--- src/hdl/asq_pkg.sv ---
// Shared types, codes and the aspect decoder for the signal aspect sequencer.
// Used by asq_channel, signal_aspect_sequencer and asq_checker; no dependencies.
package asq_pkg;

  // Input word: an aspect command or a one millisecond tick
  typedef struct packed {
    logic       req_type;
    logic [7:0] sig_letter;
    logic [7:0] main_char;
    logic [7:0] second_char;
  } req_t;

  // Result word
  typedef struct packed {
    logic [15:0] lamp_word;
    logic        cmd_error;
  } rsp_t;

  // Request kinds
  localparam logic REQ_CMD  = 1'b0;
  localparam logic REQ_TICK = 1'b1;

  // Configuration register indexes
  localparam int CFG_IDX_W = 1;
  localparam logic [CFG_IDX_W-1:0] CFG_BLANKING    = 1'd0;
  localparam logic [CFG_IDX_W-1:0] CFG_PROPAGATION = 1'd1;
  localparam logic [15:0] BLANKING_RESET    = 16'd100;
  localparam logic [15:0] PROPAGATION_RESET = 16'd50;

  // Sequencer phases
  typedef enum logic [1:0] {
    PH_IDLE   = 2'd0,
    PH_CORE   = 2'd1,
    PH_SECOND = 2'd2,
    PH_THIRD  = 2'd3
  } phase_t;

  // Lamp codes and masks
  localparam logic [7:0] ASPECT_DARK  = 8'h40;
  localparam logic [7:0] SEC_CODE_0   = 8'h0c;
  localparam logic [7:0] SEC_CODE_1   = 8'h03;
  localparam logic [7:0] SEC_CODE_2   = 8'h0a;
  localparam logic [7:0] SEC_CODE_3   = 8'h0b;
  localparam logic [7:0] MAIN_CODE_1  = 8'h80;
  localparam logic [7:0] MAIN_CODE_2  = 8'ha0;
  localparam logic [7:0] MAIN_CODE_3  = 8'h90;
  localparam logic [7:0] MASK_CORE    = 8'hcc;
  localparam logic [7:0] MASK_SECOND  = 8'hfe;
  localparam logic [7:0] MASK_HIGH    = 8'hf0;
  localparam logic [7:0] MASK_LOW     = 8'h0f;

  // ASCII characters
  localparam logic [7:0] CHAR_A = 8'h61;
  localparam logic [7:0] CHAR_B = 8'h62;
  localparam logic [7:0] CHAR_0 = 8'h30;
  localparam logic [7:0] CHAR_1 = 8'h31;
  localparam logic [7:0] CHAR_2 = 8'h32;
  localparam logic [7:0] CHAR_3 = 8'h33;

  // Control from the top level to one signal channel
  typedef struct packed {
    logic       tick;
    logic       load;
    logic [7:0] aspect;
  } chan_ctl_t;

  // Decode two digits into {valid, aspect}; valid is low for a bad secondary digit
  function automatic logic [8:0] decode_aspect(input logic [7:0] main_c,
                                               input logic [7:0] sec_c);
    logic [7:0] code;
    logic       ok;
    ok = 1'b1;
    case (sec_c)
      CHAR_0:  code = SEC_CODE_0;
      CHAR_1:  code = SEC_CODE_1;
      CHAR_2:  code = SEC_CODE_2;
      CHAR_3:  code = SEC_CODE_3;
      default: begin
        code = SEC_CODE_0;
        ok   = 1'b0;
      end
    endcase
    case (main_c)
      CHAR_0:  code = ASPECT_DARK;
      CHAR_1:  code = code | MAIN_CODE_1;
      CHAR_2:  code = code | MAIN_CODE_2;
      CHAR_3:  code = code | MAIN_CODE_3;
      default: code = code;
    endcase
    return {ok, code};
  endfunction

endpackage

--- src/hdl/signal_aspect_sequencer.sv ---
// Top level of the signal aspect sequencer: input register, two channels, result register.
// Depends on asq_pkg and asq_channel.
//
// Drives two lamp signals on one 16-bit word, signal a on the low byte and signal b on
// the high byte. Each input word is either an aspect command (letter, main digit,
// secondary digit) or a one millisecond tick; each gives exactly one result word with
// the lamp word after it and an error flag for a rejected command. A new word is taken
// every clock cycle while the result side does not stall; a result passes through the input
// register and then the result register, with the channel update done in between.
// Blanking and propagation intervals are written through the configuration port; the user
// must write them only while the block is idle, which the block itself does not enforce.
module signal_aspect_sequencer (
  input  logic                          clk,
  input  logic                          rst,
  input  logic                          in_valid,
  output logic                          in_ready,
  input  asq_pkg::req_t                 in_data,
  output logic                          out_valid,
  input  logic                          out_ready,
  output asq_pkg::rsp_t                 out_data,
  input  logic                          cfg_we,
  input  logic [asq_pkg::CFG_IDX_W-1:0] cfg_idx,
  input  logic [15:0]                   cfg_data
);
  import asq_pkg::*;

  logic        s0_valid;
  req_t        s0_data;
  logic        advance;
  logic [15:0] blanking_ticks;
  logic [15:0] propagation_ticks;
  logic [8:0]  decoded;
  logic        letter_a, letter_b, is_tick;
  chan_ctl_t   ctl_a, ctl_b;
  logic [7:0]  lamp_a_next, lamp_b_next;
  logic        cmd_error_next;

  // Configuration registers
  always_ff @(posedge clk) begin
    if (rst) begin
      blanking_ticks    <= BLANKING_RESET;
      propagation_ticks <= PROPAGATION_RESET;
    end else if (cfg_we) begin
      case (cfg_idx)
        CFG_BLANKING:    blanking_ticks    <= cfg_data;
        CFG_PROPAGATION: propagation_ticks <= cfg_data;
        default:         ;
      endcase
    end
  end

  // Handshake: move the held word on when the result register is free or being taken
  assign advance  = s0_valid && (!out_valid || out_ready);
  assign in_ready = !s0_valid || advance;

  // Input register
  always_ff @(posedge clk) begin
    if (rst) begin
      s0_valid <= 1'b0;
    end else if (in_ready) begin
      s0_valid <= in_valid;
    end
  end

  always_ff @(posedge clk) begin
    if (in_valid && in_ready) begin
      s0_data <= in_data;
    end
  end

  // Decode the held word into channel controls
  always_comb begin
    decoded        = decode_aspect(s0_data.main_char, s0_data.second_char);
    is_tick        = s0_data.req_type == REQ_TICK;
    letter_a       = s0_data.sig_letter == CHAR_A;
    letter_b       = s0_data.sig_letter == CHAR_B;
    cmd_error_next = !is_tick && !((letter_a || letter_b) && decoded[8]);
    ctl_a.tick     = advance && is_tick;
    ctl_a.load     = advance && !is_tick && letter_a && decoded[8];
    ctl_a.aspect   = decoded[7:0];
    ctl_b.tick     = advance && is_tick;
    ctl_b.load     = advance && !is_tick && letter_b && decoded[8];
    ctl_b.aspect   = decoded[7:0];
  end

  asq_channel u_chan_a (
    .clk               (clk),
    .rst               (rst),
    .ctl               (ctl_a),
    .blanking_ticks    (blanking_ticks),
    .propagation_ticks (propagation_ticks),
    .lamp_next         (lamp_a_next)
  );

  asq_channel u_chan_b (
    .clk               (clk),
    .rst               (rst),
    .ctl               (ctl_b),
    .blanking_ticks    (blanking_ticks),
    .propagation_ticks (propagation_ticks),
    .lamp_next         (lamp_b_next)
  );

  // Result register
  always_ff @(posedge clk) begin
    if (rst) begin
      out_valid <= 1'b0;
    end else if (advance) begin
      out_valid <= 1'b1;
    end else if (out_ready) begin
      out_valid <= 1'b0;
    end
  end

  always_ff @(posedge clk) begin
    if (advance) begin
      out_data.lamp_word <= {lamp_b_next, lamp_a_next};
      out_data.cmd_error <= cmd_error_next;
    end
  end

endmodule

--- src/hdl/asq_channel.sv ---
// One lamp signal: pending/shown aspect, four-phase sequencer, wait counter, lamp byte.
// Depends on asq_pkg.
module asq_channel (
  input  logic               clk,
  input  logic               rst,
  input  asq_pkg::chan_ctl_t ctl,
  input  logic [15:0]        blanking_ticks,
  input  logic [15:0]        propagation_ticks,
  output logic [7:0]         lamp_next
);
  import asq_pkg::*;

  phase_t      phase, phase_next;
  logic [15:0] wait_count, wait_count_next;
  logic [7:0]  shown, shown_next;
  logic [7:0]  pending, pending_next;
  logic [7:0]  lamp;

  // State registers
  always_ff @(posedge clk) begin
    if (rst) begin
      phase      <= PH_IDLE;
      wait_count <= '0;
      shown      <= ASPECT_DARK;
      pending    <= ASPECT_DARK;
      lamp       <= ASPECT_DARK;
    end else begin
      phase      <= phase_next;
      wait_count <= wait_count_next;
      shown      <= shown_next;
      pending    <= pending_next;
      lamp       <= lamp_next;
    end
  end

  // Next state: a command loads pending, a tick counts down or steps the phase
  always_comb begin
    phase_next      = phase;
    wait_count_next = wait_count;
    shown_next      = shown;
    pending_next    = pending;
    lamp_next       = lamp;
    if (ctl.load) begin
      pending_next = ctl.aspect;
    end
    if (ctl.tick) begin
      if (wait_count != '0) begin
        wait_count_next = wait_count - 16'd1;
      end else begin
        case (phase)
          PH_IDLE: begin
            if (pending != shown) begin
              // blank the whole byte when the main aspect changes
              if ((pending & MASK_HIGH) != (shown & MASK_HIGH)) begin
                lamp_next = '0;
              end else begin
                lamp_next = lamp & MASK_HIGH;
              end
              shown_next      = pending;
              phase_next      = PH_CORE;
              wait_count_next = blanking_ticks;
            end
          end
          PH_CORE: begin
            lamp_next       = lamp | (shown & MASK_CORE);
            phase_next      = PH_SECOND;
            wait_count_next = propagation_ticks;
          end
          PH_SECOND: begin
            lamp_next       = lamp | (shown & MASK_SECOND);
            phase_next      = PH_THIRD;
            wait_count_next = propagation_ticks;
          end
          default: begin
            lamp_next       = lamp | shown;
            phase_next      = PH_IDLE;
            wait_count_next = '0;
          end
        endcase
      end
    end
  end

endmodule

--- config.mk ---
export PLATFORM = sky130hd
export DESIGN_NAME = signal_aspect_sequencer
export DESIGN_NICKNAME = d
export VERILOG_FILES = /design/src/hdl/asq_pkg.sv /design/src/hdl/signal_aspect_sequencer.sv /design/src/hdl/asq_channel.sv
export SDC_FILE = /design/constraint.sdc
export NUM_CORES = 1
export LEC_CHECK = 0
export ABC_AREA = 1
export BUFFER_PORTS_ARGS = -buffer_cell sky130_fd_sc_hd__clkbuf_2
export CAP_MARGIN = 20
export CORE_MARGIN = 1
export CORE_UTILIZATION = 45
export CTS_CLUSTER_DIAMETER = 30
export DETAILED_ROUTE_END_ITERATION = 8
export HOLD_SLACK_MARGIN = 0.08
export PLACE_DENSITY_LB_ADDON = 0.15
export SYNTH_ARGS = -nofsm -noshare
export SYNTH_HDL_FRONTEND = slang
export SYNTH_SLANG_ARGS = --single-unit
--- constraint.sdc ---
create_clock -name clk -period 2.9 [get_ports clk]
set_input_delay 0.435 -clock clk [delete_from_list [all_inputs] [get_ports clk]]
set_output_delay 0.435 -clock clk [all_outputs]
set_load 0.03 [all_outputs]
==> summary.md <==
| Metric | Value |
|---|---|
| Outcome | `completed` |
| Postcts setup bufs | `0` |
| DIE AREA | `0.0182 mm²` |
| Synthesized flop and latch total | `160` |
| Worst EP required | `3180 ps` |
| Register Area | `0.00362 mm²` |
| Critical Path End Type | `register` |
| RR Endpoint | `u_chan_b.shown[6]$_SDFFE_PP1P_` |
| 1st-iter DRT viols | `488` |
| Leak pwr | `4.18 nW` |
| Number of fillers in the final layout | `1702` |
| Dpl cells | `1348` |
| Initial Util | `0.460` |
| Commonest cells after routing, fill and taps aside | `nand2_1 (259), nor2_1 (161), inv_1 (134), dfxtp_1 (118)` |
| Routed vias | `6859` |
| Ys Warns | `0` |
| Final HPWL DP | `13800 µm` |
| Post-synthesis adder-cell area fraction | `0.0189` |
| Core area | `0.0173 mm²` |
| Top Ports | `66` |
| Clock Skew | `7.13 ps` |
| Critical path launch point type | `register` |
| Setup TNS | `0 ps` |
| Min-delay worst type | `in -> reg` |
| Routed Antenna Nets | `0` |
| Synth cell types | `42` |
| Tmin final | `2280 ps` |
| Async set-or-reset flop fraction in the synthesized netlist | `0` |
| Avg Cell Area, Syn | `7.34 µm²` |
| Hold Violations, Final | `0` |
| Hold path depth | `1` |
| Final non-filler cell total | `1381` |
| Compound-Gate Fraction of Synth Area | `0.126` |
| GRT Util Overall | `0.216` |
| TritonCTS Buffers | `17` |
| Clock Latency Late Sink | `420 ps` |
| Final Max Tran Viols | `0` |
| Row cnt | `48` |
| Mux cell area share after synthesis | `0` |
| Worst path cell trace | `inv_1 > ha_1 > clkinv_1 > a21oi_2 > nand2_1 > nand2_1 > nand3_1` |
| Hold_ws | `185 ps` |
| PnR worst setup slack | `618 ps` |
| Post-synth top flop | `dfxtp_1` |
| Clock Tree Root | `clkbuf_16` |
| Critical path arrival | `2560 ps` |
| Grt total ovfl | `0` |
| Post-synth top area cell | `dfxtp_1` |
| PostCTS Resize Cnt | `0` |
| Clk pin slew, worst setup/hold paths | `60 ps` |
| First-pass DRT Iterations | `5` |
| PwrDens | `678 mW/mm²` |
| Initial antenna violation count | `1` |
| Worst-path maximum fanout | `16` |
| Commonest non-fill, non-tap cell in the layout | `nand2_1` |
| DR DRC count | `0` |
| RSZ-0062 raised after global routing | `false` |
| Max clock buf depth | `2` |
| Hold Path Origin | `in_data[20]` |
| Synth Area in XOR/XNOR | `0.0253` |
| Synth-to-Final Area Change | `13.1%` |
| Largest net degree at the start of global routing | `38` |
| Clock Sink Count | `160` |
| Largest family of logic cells by synthesized area | `simple AND/OR/NAND/NOR gates` |
| EDFF count, synth | `42` |
| CTS tree | `done` |
| Vias in the first global route | `6033` |
| Htree depth | `4` |
| IO Port Bufs | `65` |
| Worst r2r src | `u_chan_b.phase[0]$_SDFFE_PP0P_` |
| First-pass GRT wire length | `30400 µm` |
| R2r setup slk | `620 ps` |
| Cell area after layout | `0.00900 mm²` |
| Final worst path period share | `0.787` |
| Top-area cell type share of the netlist area | `0.297` |
| Reg2reg path depth | `7` |
| Seq/Total Area, Yosys | `0.455` |
| Number of nets in the layout | `1201` |
| Routability cong. | `0.853` |
| Synth top area cells | `dfxtp_1 (30%), edfxtp_1 (16%), nand2_1 (12%), nor2_1 (7.6%), inv_1 (6.4%)` |
| Worst VDD drop | `408 µV` |
| Detailed-route wire length | `18700 µm` |
| WS Path Type | `reg -> reg` |
| Drt via density | `4.97` |
| Die Y | `135 µm` |
| Synthesized Nets | `1144` |
| Slew margin rel. | `0.428` |
| DP Area | `0.00844 mm²` |
| CP peak stage delay | `500 ps` |
| Cell mode on critical path | `nand2_1` |
| Post-Synthesis Cell Area | `0.00796 mm²` |
| Worst slack at placement | `623 ps` |
| Slowest CP cell | `a21oi_2` |
| Fraction of layout cells with a size suffix above 1 | `0.118` |
| Worst Hold End | `s0_data[20]$_DFFE_PP_` |
| Cts hold-fix bufs | `0` |
| Synth Area in Simple Gates | `0.287` |
| Die X-Extent | `135 µm` |
| Wire length per cell | `13.6 µm` |
| Synth Instances | `1085` |
| Multi-input logic area | `0.00364 mm²` |
| # setup viols final | `0` |
| Peak Freq | `438 MHz` |
| Worst slew pin tran | `858 ps` |
| Max_cap viols | `0` |
-- worst max-delay path by stage --
stage	start	end	slack, ps	depth (start not counted)
4_1_cts	u_chan_b.phase[0]$_SDFFE_PP0P_	u_chan_b.shown[6]$_SDFFE_PP1P_	630	7
2_1_floorplan	out_ready	out_data[5]$_DFFE_PP_	630	7
5_1_grt	u_chan_b.phase[1]$_SDFFE_PP0P_	u_chan_b.shown[6]$_SDFFE_PP1P_	390	7
3_5_place_dp	u_chan_b.phase[0]$_SDFFE_PP0P_	u_chan_b.shown[6]$_SDFFE_PP1P_	620	7
3_3_place_gp	u_chan_b.phase[0]$_SDFFE_PP0P_	u_chan_b.shown[6]$_SDFFE_PP1P_	660	7
6_report	u_chan_b.phase[0]$_SDFFE_PP0P_	u_chan_b.shown[6]$_SDFFE_PP1P_	620	7
-- critical path, delay by kind of cell, from the launching register on --
family / cells / cell delay [ps]
simple gates: 3 / 470
buf+inv: 2 / 570
compound gates: 1 / 500
flops: 1 / 330
fa+ha+maj: 1 / 270
-- per-stage QoR --
stage	total power [mW]	util
floorplan	3.71	-
global placement	4.01	0.488
detailed placement	4.01	0.488
CTS	6.15	0.520
global route	6.48	0.520
finish	6.11	0.520
-- sequential cells by signal (all words and copies together), names as in the netlist, 16 cells and up --
signal and flops:
u_chan_b.wait_count 16, propagation_ticks 16, s0_data 24, out_data 17, u_chan_a.wait_count 16, blanking_ticks 16
-- cells in the mapped netlist, types with 2 or more instances --
library cell / number
nor2_2: 14
ha_1: 12
a21oi_2: 2
xor2_1: 15
o21ai_1: 6
o21ai_0: 68
buf_2: 2
nand3b_1: 3
xnor2_1: 8
nand2_1: 259
clkbuf_1: 18
buf_6: 5
dfxtp_1: 118
a211oi_1: 2
nor2_1: 161
inv_1: 135
edfxtp_1: 42
nor2_4: 6
a21oi_1: 68
o22ai_1: 26
nand3_2: 2
nor3_1: 5
o211ai_1: 10
nand3_1: 65
nand4_1: 6
nand2_4: 2
nand2_2: 5
nor4_1: 2
buf_1: 5
-- power breakdown --
| part | internal (mW) | switching [mW] |
|---|---|---|
| Combinational | 0.496 | 1.01 |
| Clock | 1.21 | 0.919 |
| Sequential | 2.40 | 0.0670 |
-- per-layer routing --
metal | share of wire | global-route usage
met4 | 0.011 | 0.0693
met1 | 0.50 | 0.309
met5 | 0 | 0
met2 | 0.44 | 0.322
met3 | 0.051 | 0.0495
-- cells by family after synthesis --
logic type      Yosys count
fa+ha+maj                12
simple gates            535
buf+inv                 170
xor+xnor                 23
flops                   160
compound gates          185
-- cell type report --
| cell class | count | share of cell area |
|---|---|---|
| clock buffer | 21 | 0.0500 |
| inverter | 138 | 0.0577 |
| sequential | 160 | 0.403 |
| antenna | 1 | 0.000278 |
| tap | 225 | 0.0313 |
| multi-input combinational | 755 | 0.405 |
| timing repair buffer | 70 | 0.0417 |
| clock inverter | 11 | 0.0120 |
Power figures use the tool's default switching activity.
